`src/rtl/cmpt_pkg.sv`:
```
// ----------------------------------------------------------------------------
// cmpt_pkg
// shared types and constants of the carrier modulated pulse train
// ----------------------------------------------------------------------------
package cmpt_pkg;

    localparam int DURATION_BITS = 32;
    localparam int DUR_IN_W      = 32;
    localparam int HALF_W        = 23;
    localparam int CMP_W         = (DURATION_BITS > HALF_W) ? DURATION_BITS : HALF_W;

    typedef enum logic [1:0] {
        CMD_START = 2'd0,
        CMD_LOAD  = 2'd1,
        CMD_TICK  = 2'd2,
        CMD_STOP  = 2'd3
    } t_cmd;

    typedef enum logic [1:0] {
        REG_IDLE_LEVEL  = 2'd0,
        REG_CARRIER_EN  = 2'd1,
        REG_HALF_PERIOD = 2'd2
    } t_reg_idx;

    typedef struct packed {
        logic [1:0]          command;
        logic [DUR_IN_W-1:0] duration;
    } t_in_word;

    typedef struct packed {
        logic pin_level;
        logic segment_ready;
        logic error_flag;
    } t_out_word;

    typedef struct packed {
        logic              idle_level;
        logic              carrier_enable;
        logic [HALF_W-1:0] carrier_half_period;
    } t_cfg;

endpackage

```
`src/rtl/cmpt_cfg.sv`:
```
// ----------------------------------------------------------------------------
// cmpt_cfg
// configuration registers written through the plain write port
// ----------------------------------------------------------------------------
module cmpt_cfg
    import cmpt_pkg::*;
(
    input  logic              i_clk,
    input  logic              i_rst_n,
    input  logic              i_cfg_we,
    input  logic [1:0]        i_cfg_index,
    input  logic [HALF_W-1:0] i_cfg_data,
    output t_cfg              o_cfg
);

    t_cfg r_cfg;

    always_ff @(posedge i_clk) begin
        if (!i_rst_n) begin
            r_cfg.idle_level          <= 1'b0;
            r_cfg.carrier_enable      <= 1'b0;
            r_cfg.carrier_half_period <= HALF_W'(1);
        end else if (i_cfg_we) begin
            case (i_cfg_index)
                REG_IDLE_LEVEL:  r_cfg.idle_level          <= i_cfg_data[0];
                REG_CARRIER_EN:  r_cfg.carrier_enable      <= i_cfg_data[0];
                REG_HALF_PERIOD: r_cfg.carrier_half_period <= i_cfg_data;
                default: ;
            endcase
        end
    end

    assign o_cfg = r_cfg;

endmodule

```
`src/rtl/cmpt_core.sv`:
```
// ----------------------------------------------------------------------------
// cmpt_core
// segment state and its combinational update for one command word
// ----------------------------------------------------------------------------
module cmpt_core
    import cmpt_pkg::*;
(
    input  logic      i_clk,
    input  logic      i_rst_n,
    input  logic      i_en,
    input  t_in_word  i_word,
    input  t_cfg      i_cfg,
    output t_out_word o_res
);

    logic                     r_pin, n_pin;
    logic                     r_phase, n_phase;
    logic [DURATION_BITS-1:0] r_rem, n_rem;
    logic [HALF_W-1:0]        r_hc, n_hc;
    logic                     r_high, n_high;
    logic                     r_busy, n_busy;
    logic                     r_err, n_err;
    logic                     r_segc, n_segc;

    logic [HALF_W-1:0]        half_len;
    logic [DURATION_BITS-1:0] dur;
    logic [DURATION_BITS-1:0] rem_dec;
    logic [HALF_W-1:0]        hc_dec;
    logic [CMP_W-1:0]         limit;

    // zero half period counts as one
    assign half_len = (i_cfg.carrier_half_period == '0) ? HALF_W'(1)
                                                        : i_cfg.carrier_half_period;
    assign dur      = DURATION_BITS'(i_word.duration);
    assign rem_dec  = (r_rem != '0) ? r_rem - DURATION_BITS'(1) : r_rem;
    assign hc_dec   = (r_hc != '0) ? r_hc - HALF_W'(1) : r_hc;
    assign limit    = i_cfg.carrier_enable ? CMP_W'(half_len) : '0;

    always_comb begin
        n_pin   = r_pin;
        n_phase = r_phase;
        n_rem   = r_rem;
        n_hc    = r_hc;
        n_high  = r_high;
        n_busy  = r_busy;
        n_err   = r_err;
        n_segc  = r_segc;
        case (t_cmd'(i_word.command))
            CMD_START, CMD_STOP: begin
                n_pin   = i_cfg.idle_level;
                n_phase = i_cfg.idle_level;
                n_rem   = '0;
                n_hc    = '0;
                n_high  = 1'b0;
                n_busy  = 1'b0;
                n_segc  = 1'b0;
                if (t_cmd'(i_word.command) == CMD_START) begin
                    n_err = 1'b0;
                end
            end
            CMD_LOAD: begin
                if (!r_busy && !r_err) begin
                    if (CMP_W'(dur) <= limit) begin
                        // too short: abort to idle
                        n_err   = 1'b1;
                        n_pin   = i_cfg.idle_level;
                        n_phase = i_cfg.idle_level;
                        n_rem   = '0;
                        n_hc    = '0;
                        n_high  = 1'b0;
                        n_segc  = 1'b0;
                    end else begin
                        n_rem  = dur;
                        n_busy = 1'b1;
                        if (i_cfg.carrier_enable && (r_phase == i_cfg.idle_level)) begin
                            n_segc = 1'b1;
                            n_high = 1'b1;
                            n_hc   = half_len;
                            n_pin  = 1'b1;
                        end else begin
                            n_segc = 1'b0;
                            n_pin  = r_phase;
                        end
                    end
                end
            end
            CMD_TICK: begin
                if (r_busy) begin
                    n_rem = rem_dec;
                    n_hc  = hc_dec;
                    if ((!r_segc && rem_dec == '0) ||
                        (r_segc && hc_dec == '0 && !r_high &&
                         CMP_W'(rem_dec) < CMP_W'(half_len))) begin
                        // end of segment: toggle phase
                        n_phase = ~r_phase;
                        n_pin   = ~r_phase;
                        n_busy  = 1'b0;
                        n_segc  = 1'b0;
                        n_high  = 1'b0;
                        n_hc    = '0;
                        n_rem   = '0;
                    end else if (r_segc && hc_dec == '0) begin
                        n_high = ~r_high;
                        n_pin  = ~r_high;
                        n_hc   = half_len;
                    end
                end
            end
            default: ;
        endcase
    end

    always_ff @(posedge i_clk) begin
        if (!i_rst_n) begin
            r_pin   <= 1'b0;
            r_phase <= 1'b0;
            r_rem   <= '0;
            r_hc    <= '0;
            r_high  <= 1'b0;
            r_busy  <= 1'b0;
            r_err   <= 1'b0;
            r_segc  <= 1'b0;
        end else if (i_en) begin
            r_pin   <= n_pin;
            r_phase <= n_phase;
            r_rem   <= n_rem;
            r_hc    <= n_hc;
            r_high  <= n_high;
            r_busy  <= n_busy;
            r_err   <= n_err;
            r_segc  <= n_segc;
        end
    end

    assign o_res.pin_level     = n_pin;
    assign o_res.segment_ready = ~n_busy;
    assign o_res.error_flag    = n_err;

`ifndef SYNTH
    a_busy_no_err: assert property (@(posedge i_clk) disable iff (!i_rst_n)
        !(r_busy && r_err))
        else $error("segment running with error set");
    a_idle_clean: assert property (@(posedge i_clk) disable iff (!i_rst_n)
        !r_busy |-> (r_rem == '0 && !r_segc && !r_high))
        else $error("stale segment state while idle");
    a_hold_no_carrier: assert property (@(posedge i_clk) disable iff (!i_rst_n)
        (r_busy && !r_segc && i_en && t_cmd'(i_word.command) == CMD_TICK
         && r_rem > DURATION_BITS'(1)) |=> (r_pin == $past(r_pin)))
        else $error("held segment pin moved mid segment");
`endif

endmodule

```
`src/rtl/carrier_modulated_pulse_train.sv`:
```
// ----------------------------------------------------------------------------
// carrier_modulated_pulse_train
// drives one pin through alternating mark/space segments with carrier bursts
// ----------------------------------------------------------------------------
//  channel | direction | handshake              | word
//  in      | input     | i_in_valid / o_in_stall | t_in_word  (command, duration)
//  out     | output    | o_out_valid / i_out_stall | t_out_word (pin, ready, error)
//  cfg     | input     | i_cfg_we               | index + 23-bit data
//
//  one word per cycle unless out stalls; exactly one result word per command word
//  each word passes the input register, state update, result register
//  the state update is a single decrement/compare pass, so the words stream
//  synchronous active-low reset; config reg half period resets to 1
//  an out stall backs up into the input register, then raises o_in_stall
// ----------------------------------------------------------------------------
module carrier_modulated_pulse_train
    import cmpt_pkg::*;
(
    input  logic              i_clk,
    input  logic              i_rst_n,
    // command words
    input  logic              i_in_valid,
    output logic              o_in_stall,
    input  t_in_word          i_in,
    // result words
    output logic              o_out_valid,
    input  logic              i_out_stall,
    output t_out_word         o_out,
    // configuration
    input  logic              i_cfg_we,
    input  logic [1:0]        i_cfg_index,
    input  logic [HALF_W-1:0] i_cfg_data
);

    // input register
    logic      r_in_valid;
    t_in_word  r_in;
    // result register
    logic      r_out_valid;
    t_out_word r_out;

    t_cfg      cfg;
    t_out_word res;
    logic      adv;
    logic      in_acc;

    // a held word moves on when the result register is free or draining
    assign adv        = r_in_valid && (!r_out_valid || !i_out_stall);
    assign o_in_stall = r_in_valid && !adv;
    assign in_acc     = i_in_valid && !o_in_stall;

    cmpt_cfg u_cfg (
        .i_clk       (i_clk),
        .i_rst_n     (i_rst_n),
        .i_cfg_we    (i_cfg_we),
        .i_cfg_index (i_cfg_index),
        .i_cfg_data  (i_cfg_data),
        .o_cfg       (cfg)
    );

    cmpt_core u_core (
        .i_clk   (i_clk),
        .i_rst_n (i_rst_n),
        .i_en    (adv),
        .i_word  (r_in),
        .i_cfg   (cfg),
        .o_res   (res)
    );

    // input register: payload needs no reset
    always_ff @(posedge i_clk) begin
        if (!i_rst_n) begin
            r_in_valid <= 1'b0;
        end else if (in_acc) begin
            r_in_valid <= 1'b1;
        end else if (adv) begin
            r_in_valid <= 1'b0;
        end
    end

    always_ff @(posedge i_clk) begin
        if (in_acc) begin
            r_in <= i_in;
        end
    end

    // result register
    always_ff @(posedge i_clk) begin
        if (!i_rst_n) begin
            r_out_valid <= 1'b0;
        end else if (adv) begin
            r_out_valid <= 1'b1;
        end else if (!i_out_stall) begin
            r_out_valid <= 1'b0;
        end
    end

    always_ff @(posedge i_clk) begin
        if (adv) begin
            r_out <= res;
        end
    end

    assign o_out_valid = r_out_valid;
    assign o_out       = r_out;

`ifndef SYNTH
    a_stall_cause: assert property (@(posedge i_clk) disable iff (!i_rst_n)
        o_in_stall |-> (r_in_valid && r_out_valid && i_out_stall))
        else $error("input stalled without a blocked result");
    a_adv_fills: assert property (@(posedge i_clk) disable iff (!i_rst_n)
        adv |=> o_out_valid)
        else $error("processed word lost its result");
    a_no_drop: assert property (@(posedge i_clk) disable iff (!i_rst_n)
        (r_in_valid && !adv) |=> r_in_valid)
        else $error("held command word dropped");
`endif

endmodule

```
`config.mk`:
```
export PLATFORM = sky130hd
export DESIGN_NAME = carrier_modulated_pulse_train
export DESIGN_NICKNAME = d
export VERILOG_FILES = /design/src/rtl/cmpt_pkg.sv /design/src/rtl/cmpt_cfg.sv /design/src/rtl/cmpt_core.sv /design/src/rtl/carrier_modulated_pulse_train.sv
export SDC_FILE = /design/constraint.sdc
export NUM_CORES = 1
export LEC_CHECK = 0
export BUFFER_PORTS_ARGS = -buffer_cell sky130_fd_sc_hd__buf_4
export CAP_MARGIN = 20
export CORE_ASPECT_RATIO = 1.75
export CORE_MARGIN = 4
export CORE_UTILIZATION = 51
export DETAILED_ROUTE_END_ITERATION = 16
export PLACE_DENSITY = 0.76
export SLEW_MARGIN = 25
export SYNTH_ARGS = -nofsm -noshare
export SYNTH_HDL_FRONTEND = slang
export SYNTH_HIERARCHICAL = 1
export SYNTH_SLANG_ARGS = --single-unit
```
`constraint.sdc`:
```
create_clock -name i_clk -period 5.1 [get_ports i_clk]
set_input_delay 1.02 -clock i_clk [delete_from_list [all_inputs] [get_ports i_clk]]
set_output_delay 1.02 -clock i_clk [all_outputs]
set_load 0.02 [all_outputs]
```
Word-level counts from Yosys, hierarchy flattened
Index checks and enable logic that the tools add are counted.

Output and inout bits: 5. Register bits: 125.

Multiplexer cells: 54. Eq/ne operators: 13. Reduce and logical (&&, ||, !) cells: 36. Bitwise operators: 3. $lt $le $gt $ge: 2. Add/subtract/negate cells: 2.

Operator list (count): 23-bit two-way mux (9); 32-bit two-way mux (5); 32-bit one-hot mux with 3 select lines (1); 23-bit one-hot mux with 3 select lines (1); 23-bit zero test (2); 32-bit less-or-equal comparator (1); 32-bit zero test (1); 32-bit by 23-bit < comparator with 1-bit output (1); 1-bit two-way mux (32); 32-bit nonzero test (1); 32-bit by 1-bit subtractor with 32-bit output (second input constant) (1); 23-bit nonzero test (1); 23-bit by 1-bit subtractor with 23-bit output (second input constant) (1); 1-bit one-hot mux with 3 select lines (5); 2-bit by 1-bit inequality test with 1-bit output (second input constant) (5); 5-bit AND reduction (2); 1-bit logical AND (9); 1-bit zero test (8); 4-bit AND reduction (2); 2-bit == test (second input constant) (3); 3-bit by 1-bit inequality test with 1-bit output (second input constant) (2); 2-bit AND reduction (3); 2-bit by 1-bit == test with 1-bit output (second input constant) (2); 2-bit zero test (2); other kinds (7) (10).

Depth between registers and ports, before layout
Gate-level depths: netlist (run 1).

Depth after elaboration: 11. Mapped depth: 21. Gate-level depth less buffers: 17.

Hierarchy
The synthesis (run 1) kept the hierarchy.

By module, submodules not included: cmpt_core (cells each 864, area an instance 6227.2 µm², instances 1); carrier_modulated_pulse_train (cells each 45, area an instance 1194.9 µm², instances 1); cmpt_cfg (cells each 110, area an instance 1036.0 µm², instances 1).

Worst setup path after synthesis (run 1)
No wires, ideal clock.

Kind: register -> register. Start: register u_core.r_rem[2]. End: register r_out (netlist bit o_out[2]) (data pin). Period minus slack after synthesis: 4.602 ns. Cell stages (with the launch flop): 20. Data arrival time: 4.351 ns. Library setup time: 0.251 ns. Setup slack: 0.498 ns. Cell sequence: dfxtp_1 clkbuf_1 nor4_1 nand4_1 or4_1 clkbuf_1 nand2_1 nor3_1 xnor2_1 ha_1 a211o_1 a21oi_1 o21a_1 o221ai_1 nor4_1 o22ai_1 o31a_1 o32ai_1 nor2_1 buf_4.

Cells in the longest elaborated chain, start to end: 8.

RTL lines: start, declared (RTL line cmpt_core.sv:18) `logic [DURATION_BITS-1:0] r_rem, n_rem;`; start signal, assigned (RTL line cmpt_core.sv:126) `r_rem <= n_rem;`; 32-bit by 1-bit subtractor with 32-bit output / 32-bit nonzero test (equally long branches) (RTL line cmpt_core.sv:35) `assign rem_dec = (r_rem != '0) ? r_rem - DURATION_BITS'(1) : r_rem;`; 32-bit two-way mux * (RTL line cmpt_core.sv:35); 32-bit by 23-bit < comparator with 1-bit output / 32-bit zero test (equally long branches) (RTL line cmpt_core.sv:93, cmpt_core.sv:91); 1-bit logical AND (on tied branches) (RTL line cmpt_core.sv:92, cmpt_core.sv:91); 1-bit logical OR * (RTL line cmpt_core.sv:91) `if ((!r_segc && rem_dec == '0) ||`; 1-bit two-way mux * (RTL line cmpt_core.sv:91); 1-bit two-way mux * (RTL line cmpt_core.sv:88) `if (r_busy) begin`; 1-bit one-hot mux with 3 select lines * (RTL line cmpt_core.sv:48) `case (t_cmd'(i_word.command))`; net u_core.n_pin (RTL line cmpt_core.sv:16) `logic r_pin, n_pin;`; end signal, assigned (RTL line carrier_modulated_pulse_train.sv:100) `r_out <= res;`; end, declared (RTL line carrier_modulated_pulse_train.sv:40) `t_out_word r_out;`.

Mark *: on every way through the listed nets, which the timed path passes. The rest lies on a longest branch. A chain may end at the register's enable or synchronous reset.

Final worst setup path (run 1)
Start: register u_core.r_rem[14]. End: register u_core.r_rem[19].

Cells in the longest elaborated chain, start to end: 8.

RTL lines (RTL line): 32-bit by 1-bit subtractor with 32-bit output / 32-bit nonzero test (equally long branches) (cmpt_core.sv:35); 32-bit two-way mux * (cmpt_core.sv:35); 32-bit by 23-bit < comparator with 1-bit output / 32-bit zero test (equally long branches) (cmpt_core.sv:93, cmpt_core.sv:91); 1-bit logical AND (on tied branches) (cmpt_core.sv:92, cmpt_core.sv:91); 1-bit logical OR (cmpt_core.sv:91); 32-bit two-way mux * (cmpt_core.sv:91); 32-bit two-way mux * (cmpt_core.sv:88); 32-bit one-hot mux with 3 select lines * (cmpt_core.sv:48).

Mark *: on every way between the ends. The rest lies on a longest branch, timed or not. The select of a mux whose other input is x is not followed.

==> impl_metrics.csv, run 1 <==
group,metric,value,unit
yosys,syn_area_per_cell,8.30,µm²
floorplan,die_h,178,µm
outcome,status,"finished, final reports clean",
detailed_routing,drc,0,
layout,register_area,2870,µm²
floorplan,initial_core_util,51.7,%
yosys,synth.distinct_cells,80,
layout,final_common_cell,"nand2_1",
sta,slew_headroom,39.3,%
pwr,total_power,3.22,mW
clock_tree,post_cts_resized,0,
detailed_routing,router_iterations_before_antenna_repair,5,
layout,area_growth_syn_to_layout,17.2,%
global_routing,grt_overflow,0,
floorplan,fp-row-count,62,
pwr,power_density_cells,325,nW/µm²
critical_path,cp.required,5.43,ns
sta,rsz0062_at_grt,"no",
yosys,ys_async_sr_fraction,0,%
layout,nNetsFinal,1202,
yosys,syn_nets,1134,
sta,timing_worst_slew_pin_value,0.898,ns
placed_design,io_buffer_count,68,
critical_path,timing.reg2reg.setup_slack,0.25,ns
global_routing,first_global_vias,8510,
yosys,yosys.area.top_type_share,20.8,%
layout,fin_cells,1324,
clock_tree,cts_max_path_buffers,2,
layout,multiInputGateArea,5090,µm²
clock_tree,clockRootBuffer,"clkbuf_16",
global_routing,grt_pass1_wl,46300,µm
critical_path,cp_data_arrival_time,5.18,ns
placed_design,place_congestion,1.05,
clock_tree,post-cts-setup-buffers,0,
yosys,count_of_synthesis_stage_warnings_from_yosys,6,
pwr,leakagePower,3.83,nW
sta,whs,0.498,ns
sta,fmax,0.206,GHz
clock_tree,cts_tree,"done",
sta,final-setup-viol-count,0,
yosys,yosys_register_bits,125,
sta,worst_clock_skew,0.0174,ns
global_routing,antenna_found_initial,0,
sta,period_needed,4.85,ns
sta,setup_total_negative_slack,0,ns
layout,layout.cells.most_common_list,"139 x nand2_1, 113 x buf_4, 88 x dfxtp_1",
clock_tree,ctsHoldBuffers,0,
floorplan,floorplan.die.width,105,µm
yosys,seq_area_frac_synth,34.0,%
critical_path,worst_setup_path_end_kind,"flop",
detailed_routing,drt_iter0_markers,841,
pwr,worst_ir_drop_vdd,236,µV
detailed_routing,route.detailed.wl_per_inst,23.1,µm
detailed_routing,vias,8822,
placed_design,post-place-cells,1290,
critical_path,criticalPathCategory,"reg -> reg",
detailed_routing,avgViaCountPerCell,6.66,
floorplan,dieArea,18800,µm²
placed_design,place_ws,0.375,ns
sta,tcrit_tclk_final,95.0,%
detailed_routing,routed_wl,30600,µm
layout,finish.instance_area,9910,µm²
yosys,syn_inst,1019,
layout,antenna_cells_inserted,0,
detailed_routing,drt.antenna.violating_nets,0,
yosys,synth_area_leaders,"dfxtp_1 21%, edfxtp_1 13%, ha_1 7.5%, nand2_1 6.2%, mux2i_1 3.2%",
min_path,hp-class,"reg -> reg",
global_routing,global_route.usage.total,32.4,%
clock_tree,clk_pin_slew,0.06,ns
yosys,synth.largest_area_cell,"dfxtp_1",
placed_design,hpwl,22200,µm
critical_path,start_kind,"flop",
clock_tree,clkLatencyLatePin,0.43,ns
yosys,synthesis.area,8460,µm²
yosys,synth_flop_cell,"dfxtp_1",
job,max_cap_violations,0,
yosys,synth_edf_count,37,
layout,filler_cell_count,1423,
sta,setup_ws,0.254,ns
critical_path,path_max_fanout,45,
sta,timing.final.hold_violations,0,
layout,post-route-util,60.6,%
layout,layout-drive-gt1-share,15.7,%
clock_tree,cts_sink_count,125,
floorplan,fp.coreArea,16400,µm²
clock_tree,clock_buffers_created_by_tritoncts,17,
floorplan,design.portCount,69,
global_routing,grt_max_degree,59,
placed_design,placed_cell_area,9280,µm²
sta,finalMaxSlewViolations,0,
clock_tree,htree_levels,4,
-- path summary, 6_finish.rpt --
check / start / end / cells after the start
min reg2reg: u_core/r_rem[27]$_SDFFE_PN0P_ / u_core/r_rem[27]$_SDFFE_PN0P_ / 2
min: u_core/r_rem[27]$_SDFFE_PN0P_ / u_core/r_rem[27]$_SDFFE_PN0P_ / 2
max: u_core/r_rem[14]$_SDFFE_PN0P_ / u_core/r_rem[19]$_SDFFE_PN0P_ / 18
max reg2reg: u_core/r_rem[14]$_SDFFE_PN0P_ / u_core/r_rem[19]$_SDFFE_PN0P_ / 18
-- cells by family after synthesis --
family / count (synthesis) / synth area share (%)
buffers and inverters: 113 / 6.21
flip-flops: 125 / 34.0
XOR/XNOR: 20 / 2.07
multiplexers: 28 / 3.33
AND/OR/NAND/NOR: 447 / 27.7
adder cells (fa/ha/maj): 51 / 7.54
AO/OA/AOI/OAI: 235 / 19.2
-- power by group --
part           total (mW)  switching, mW  internal [mW]
clock network        1.22          0.502          0.721
registers            1.11         0.0520           1.06
logic               0.889          0.523          0.365
total                3.22           1.08           2.15
-- cell type report --
type | count | share of cell area, %
Clock buffer | 21 | 5.09
Clock inverter | 11 | 0.934
Inverter | 46 | 1.74
Multi-Input combinational cell | 781 | 51.4
Sequential cell | 125 | 29.0
Tap cell | 224 | 2.83
Timing Repair Buffer | 116 | 9.07
-- layer usage --
metal	up-vias	part of all wire (%)	GRT usage (%)
met5	-	0	0
met4	0	11	32.2
met3	164	7.3	6.48
met2	497	48	54.8
met1	4183	33	32.3
li1	3978	-	-
-- sequential cells by signal (all words and copies together) (netlist names) --
name / flops
r_in: 34
u_core/r_pin: 1
u_core/r_segc: 1
o_out: 3
u_cfg/o_cfg: 25
r_in_valid: 1
u_core/r_hc: 23
u_core/r_err: 1
u_core/r_busy: 1
o_out_valid: 1
u_core/r_phase: 1
u_core/r_high: 1
u_core/r_rem: 32
-- synthesized netlist by cell type (5+ instances only) --
library cell and count:
inv_1 46, xor2_1 9, a221oi_1 12, nor4_1 41, o41ai_1 9, dfxtp_1 88
edfxtp_1 37, nor3_1 31, nand4b_1 5, o21ai_0 44, buf_2 10, clkbuf_1 43
and3_1 8, nor2b_1 9, nor2_1 65, o21ai_1 6, or4_1 11, or2_2 8
a21oi_1 31, xnor2_1 11, mux2i_1 27, buf_4 7, o211ai_1 7, a32oi_1 7
a211oi_1 8, a21o_1 11, nand2_1 139, or3_1 14, nand2b_1 5, a22oi_1 21
and4_1 6, nand4_1 25, nand3_1 46, ha_1 51, nor3b_1 6, o21a_1 8
a31oi_1 22, and2_1 5, o31ai_1 6
-- critical path, stage by stage, from the launching register on --
cell and delay (ns):
dfxtp_1 0.39, nor4_2 0.44, nand3_1 0.23, or4_1 0.66, buf_4 0.20, nand3_1 0.11
or3_1 0.15, xnor2_1 0.11, ha_1 0.35, o21a_1 0.15, nor2_1 0.08, nor3b_1 0.27
nand4_1 0.13, o311a_1 0.18, o221a_2 0.34, a211oi_4 0.33, buf_12 0.27, a221oi_1 0.13
nor3_1 0.21
No activity file was read; power rests on OpenSTA's default activity.
==> run 2: changes to the inputs <==
ABC_AREA = 1   (was unset)
==> run 2 against run 1 <==
Effect of this change:
- highest routed layer unchanged
- sequential share of layout area up 0.15 points
- largest cell class unchanged
- register-to-register slack better by 0.57 ns
- clock power about the same
- combinational power up 27%
- die area up 2.1%
- critical path type unchanged
- largest power group unchanged
- power up 7.0%
==> impl_metrics.csv, run 2 <==
group,metric,value,unit
layout,layout.cells.most_common_list,"428 x nand2_1, 182 x nor2_1, 140 x inv_1",
layout,area_growth_syn_to_layout,14.1,%
yosys,synth_flop_cell,"dfxtp_1",
detailed_routing,routed_wl,27800,µm
sta,timing_worst_slew_pin_value,0.880,ns
floorplan,die_h,180,µm
floorplan,floorplan.die.width,106,µm
layout,register_with_the_highest_flop_count,"r_in",
sta,final-setup-viol-count,0,
yosys,yosys_register_bits,125,
yosys,synth_edf_count,37,
yosys,synth.distinct_cells,41,
sta,worst_clock_skew,0.0133,ns
sta,finalMaxSlewViolations,0,
yosys,count_of_synthesis_stage_warnings_from_yosys,6,
job,max_cap_violations,0,
critical_path,cp_data_arrival_time,4.55,ns
detailed_routing,drc,0,
clock_tree,post_cts_resized,0,
layout,filler_cell_count,1600,
yosys,synth_area_leaders,"dfxtp_1 20%, nand2_1 19%, edfxtp_1 13%, nor2_1 7.9%, ha_1 7.4%",
critical_path,cp.required,5.37,ns
pwr,power_density_cells,350,nW/µm²
layout,nNetsFinal,1494,
sta,slew_headroom,41.3,%
sta,period_needed,4.28,ns
yosys,yosys.area.top_type_share,20.4,%
sta,fmax,0.234,GHz
global_routing,grt_overflow,0,
sta,tcrit_tclk_final,83.9,%
clock_tree,ctsHoldBuffers,0,
detailed_routing,drt.antenna.violating_nets,0,
clock_tree,cts_sink_count,125,
sta,rsz0062_at_grt,"no",
layout,final_common_cell,"nand2_1",
sta,setup_total_negative_slack,0,ns
yosys,syn_inst,1328,
pwr,worst_ir_drop_vdd,228,µV
clock_tree,cts_tree,"done",
placed_design,hpwl,21300,µm
clock_tree,clockRootBuffer,"clkbuf_16",
floorplan,fp-row-count,62,
global_routing,grt_max_degree,58,
detailed_routing,avgViaCountPerCell,5.53,
layout,finish.instance_area,9860,µm²
placed_design,placed_cell_area,9270,µm²
clock_tree,clock_buffers_created_by_tritoncts,17,
critical_path,start_kind,"flop",
clock_tree,clkLatencyLatePin,0.42,ns
critical_path,path_max_fanout,36,
critical_path,worst_setup_path_end_kind,"flop",
yosys,synth_common_cells,"428 x nand2_1, 183 x nor2_1, 140 x inv_1",
yosys,synth_most_common_cell,"nand2_1",
sta,timing.final.hold_violations,0,
floorplan,initial_core_util,52.3,%
yosys,ys_async_sr_fraction,0,%
global_routing,antenna_found_initial,0,
global_routing,grt_pass1_wl,43500,µm
floorplan,fp.coreArea,16500,µm²
detailed_routing,drt_iter0_markers,613,
clock_tree,clk_pin_slew,0.06,ns
layout,antenna_cells_inserted,0,
clock_tree,cts_max_path_buffers,2,
clock_tree,post-cts-setup-buffers,0,
detailed_routing,vias,8931,
critical_path,criticalPathCategory,"reg -> reg",
yosys,syn_nets,1443,
global_routing,first_global_vias,8769,
outcome,status,"finished, final reports clean",
global_routing,global_route.usage.total,29.1,%
yosys,seq_area_frac_synth,33.2,%
pwr,total_power,3.45,mW
min_path,hp-class,"reg -> reg",
yosys,synth.largest_area_cell,"dfxtp_1",
placed_design,place_congestion,1.02,
pwr,leakagePower,4.65,nW
layout,layout-drive-gt1-share,10.6,%
clock_tree,htree_levels,4,
layout,largest_register_ff_count,34,
floorplan,dieArea,19200,µm²
floorplan,design.portCount,69,
detailed_routing,router_iterations_before_antenna_repair,7,
yosys,syn_area_per_cell,6.51,µm²
placed_design,io_buffer_count,68,
detailed_routing,route.detailed.wl_per_inst,17.2,µm
yosys,synthesis.area,8650,µm²
==> run 2: cell count changes after synthesis, sizes merged, moves of 28 or more <==
cell   before  now
nand2     139  433
inv        46  144
nand3      46   74
nor4       45    4
a21oi      31   92
nor2       65  196
o21ai      51   79
==> run 2: final timing paths <==
path / startpoint / endpoint / slack (ns) / depth (start not counted)
min: u_core/r_high$_SDFFE_PN0P_ / u_core/r_high$_SDFFE_PN0P_ / 0.46 / 2
min reg2reg: u_core/r_high$_SDFFE_PN0P_ / u_core/r_high$_SDFFE_PN0P_ / 0.46 / 2
max: u_core/r_rem[0]$_SDFFE_PN0P_ / u_core/r_phase$_SDFFE_PN0P_ / 0.82 / 27
max reg2reg: u_core/r_rem[0]$_SDFFE_PN0P_ / u_core/r_phase$_SDFFE_PN0P_ / 0.82 / 27
==> run 2: layout make-up <==
cell class                      count  area [µm²]  area share, %
Multi-Input combinational cell   1015        5010           50.8
Sequential cell                   125        2870           29.1
Timing Repair Buffer               76         571           5.79
Inverter                          144         541           5.48
Clock buffer                       19         464           4.71
Tap cell                          224         280           2.84
Clock inverter                     13         126           1.28
==> run 2: cells by family after synthesis <==
| group | share of synthesized area [%] |
|---|---|
| simple gates | 36.7 |
| fa+ha+maj | 7.38 |
| buf+inv | 8.90 |
| compound gates | 11.4 |
| xor+xnor | 2.43 |
| flops | 33.2 |
==> run 2: through the flow <==
step | setup slack (ns) | std cells | util [%] | hold WS [ns]
6_report | 0.820 | 1616 | 59.7 | 0.464
5_1_grt | 0.420 | 1616 | 59.7 | 0.503
4_1_cts | 0.923 | 1616 | 59.7 | 0.466
3_5_place_dp | 0.962 | 1584 | 56.1 | 0.457
3_3_place_gp | 1.05 | 1584 | 56.1 | 0.444
2_1_floorplan | 1.96 | 1328 | - | 0.429
==> run 2: worst max-delay path: stages, from the launching register on <==
cell and delay [ns]:
dfxtp_1 0.31, inv_1 0.10, ha_1 0.33, nand2_4 0.12, nor2_8 0.15, nand2_2 0.09, nor2_4 0.25, inv_2 0.24
o21ai_1 0.41, inv_1 0.09, ha_1 0.29, nand2_1 0.05, nand2_1 0.05, nand2_1 0.04, nand2_1 0.06, nand2_1 0.05
nand2_1 0.05, nand2_1 0.04, nand2_1 0.08, nand2_1 0.06, nand2_1 0.09, nand2_2 0.10, nor2_8 0.41, inv_2 0.26
nand2_1 0.18, inv_1 0.05, nand3b_1 0.07, a21oi_1 0.08
==> run 2: metal layers <==
| metal | GRT usage (%) | share of wire [%] |
|---|---|---|
| met1 | 28.6 | 34 |
| met2 | 54.0 | 53 |
| met3 | 4.02 | 4.7 |
| met4 | 21.3 | 7.6 |
| met5 | 0 | 0 |
==> run 2: report_power, final <==
group	internal, mW	total, mW	leakage, nW	switching (mW)
Sequential	1.06	1.10	1.07	0.0383
Clock	0.722	1.22	0.284	0.497
Combinational	0.388	1.13	3.29	0.739
Total	2.18	3.45	4.65	1.27
==> run 3: changes to the inputs <==
PLACE_DENSITY = 0.78   (was 0.76)
clock period = 3.46 ns   (was 5.1 ns; I/O delays follow)
==> run 3 against run 2 <==
Effect of this change:
- highest routed layer unchanged
- via count rose by 8.5%
- the flow now finishes with violations (negative setup slack)
- critical endpoint is now u_core/r_high$_SDFFE_PN0P_
- combinational power rose by 91%
- largest cell class unchanged
- core utilization rose by 7.6 points
- non-clock buffer count rose by 111
- register-to-register slack got worse by 0.86 ns
- maximum frequency rose by 22%
- clock-buffer cell count fell by 1
==> impl_metrics.csv, run 3 (same netlist as run 2, synthesis figures left out) <==
group,metric,value,unit
detailed_routing,route.detailed.wl_per_inst,17.6,µm
clock_tree,clock_buffers_created_by_tritoncts,17,
global_routing,antenna_found_initial,0,
global_routing,global_route.usage.total,30.3,%
critical_path,worst_setup_path_end_kind,"flop",
detailed_routing,drc,0,
clock_tree,htree_levels,4,
sta,timing.final.hold_violations,0,
layout,antenna_cells_inserted,0,
critical_path,start_kind,"flop",
clock_tree,clk_pin_slew,0.06,ns
pwr,total_power,5.53,mW
layout,layout-drive-gt1-share,23.1,%
floorplan,die_h,180,µm
sta,slew_headroom,61.6,%
clock_tree,cts_max_path_buffers,2,
detailed_routing,drt_iter0_markers,756,
critical_path,cp.required,3.75,ns
layout,final_common_cell,"nand2_1",
pwr,leakagePower,5.30,nW
outcome,failed_checks,"negative setup slack",
layout,register_with_the_highest_flop_count,"r_in",
critical_path,criticalPathCategory,"reg -> reg",
clock_tree,ctsHoldBuffers,0,
layout,layout.cells.most_common_list,"407 x nand2_1, 176 x buf_4, 153 x nor2_1",
critical_path,path_max_fanout,9,
critical_path,cp_data_arrival_time,3.79,ns
placed_design,post-place-cells,1684,
critical_path,timing.reg2reg.worst_path_depth,22,
clock_tree,cts_tree,"done",
detailed_routing,vias,9692,
sta,whs,0.445,ns
pwr,power_density_cells,497,nW/µm²
floorplan,floorplan.die.width,106,µm
sta,timing_worst_slew_pin_value,0.576,ns
sta,tcrit_tclk_final,101,%
min_path,worstHoldPathCells,1,
global_routing,grt_overflow,0,
detailed_routing,drt.antenna.violating_nets,0,
min_path,hp-class,"in -> reg",
detailed_routing,avgViaCountPerCell,5.60,
detailed_routing,router_iterations_before_antenna_repair,6,
sta,final-setup-viol-count,1,
layout,post-route-util,67.3,%
clock_tree,cts_sink_count,125,
sta,fmax,0.286,GHz
placed_design,place_ws,-0.0524,ns
floorplan,initial_core_util,52.3,%
floorplan,dieArea,19200,µm²
pwr,worst_ir_drop_vdd,359,µV
global_routing,grt_max_degree,46,
global_routing,grt_pass1_wl,45500,µm
floorplan,fp.coreArea,16500,µm²
floorplan,design.portCount,69,
outcome,status,"finished with violations",
layout,area_growth_syn_to_layout,28.6,%
placed_design,io_buffer_count,68,
layout,finish.instance_area,11100,µm²
floorplan,fp-row-count,62,
sta,rsz0062_at_grt,"yes",
global_routing,first_global_vias,9184,
placed_design,placed_cell_area,10100,µm²
detailed_routing,routed_wl,30400,µm
sta,setup_ws,-0.0395,ns
layout,largest_register_ff_count,34,
placed_design,place_congestion,0.955,
sta,setup_total_negative_slack,-0.0395,ns
sta,worst_clock_skew,0.0119,ns
sta,finalMaxSlewViolations,0,
clock_tree,clockRootBuffer,"clkbuf_16",
job,max_cap_violations,0,
layout,nNetsFinal,1608,
sta,period_needed,3.50,ns
placed_design,hpwl,22600,µm
layout,fin_cells,1730,
clock_tree,clkLatencyLatePin,0.42,ns
==> run 3: path summary, 6_finish.rpt <==
path	start	to	slack, ns
worst min register to register	u_cfg/o_cfg[0]$_SDFFE_PN1P_	u_cfg/o_cfg[0]$_SDFFE_PN1P_	0.47
worst min-delay path	i_in[32]	r_in[32]$_DFFE_PP_	0.45
worst max register to register	u_core/r_rem[10]$_SDFFE_PN0P_	u_core/r_high$_SDFFE_PN0P_	-0.04
worst max-delay path	u_core/r_rem[10]$_SDFFE_PN0P_	u_core/r_high$_SDFFE_PN0P_	-0.04
==> run 3: cell type report <==
cell class	instances	area [µm²]
clock buffer	18	439
clock inverter	14	131
fill	1443	5400
inverter	144	553
multi-input combinational	1015	5310
sequential	125	2890
tap	224	280
timing repair buffer	187	1500
timing repair inverter	3	22.5
==> run 3: what timing repair did <==
action	4_1_cts	5_1_grt
buffers inserted	0	9
endpoints found under the setup margin	18	53
pin swaps	0	26
gates cloned	0	5
resized for setup	3	112
==> run 3: report_power, final <==
group	switching (mW)	total, mW	internal, mW	leakage [nW]
registers	0.0487	1.62	1.57	1.08
clock network	0.726	1.75	1.02	0.280
logic	1.27	2.16	0.893	3.94
==> run 3: per-layer routing <==
| layer | vias to the layer above | wire, µm | global-route usage (%) |
|---|---|---|---|
| met1 | 4412 | 10200 | 30.3 |
| li1 | 4605 | - | - |
| met3 | 204 | 1850 | 4.70 |
| met2 | 471 | 15500 | 55.3 |
| met5 | - | 0 | 0 |
| met4 | 0 | 2790 | 22.2 |
==> run 3: worst max-delay path, cell delays in order (launching register included) <==
cell	delay (ns)
dfxtp_1	0.38
nor2_1	0.21
nand2_2	0.13
nor2_2	0.12
nand2_1	0.13
xor2_1	0.15
or2_1	0.22
inv_1	0.13
ha_4	0.23
nand4_1	0.12
a31oi_1	0.07
a2111oi_2	0.38
buf_4	0.17
nand2_1	0.06
nand2_1	0.08
nand2_2	0.07
nand2_4	0.10
nor2_8	0.07
buf_6	0.17
nand2_1	0.10
nand3_1	0.11
nand2_1	0.10
a21oi_1	0.07
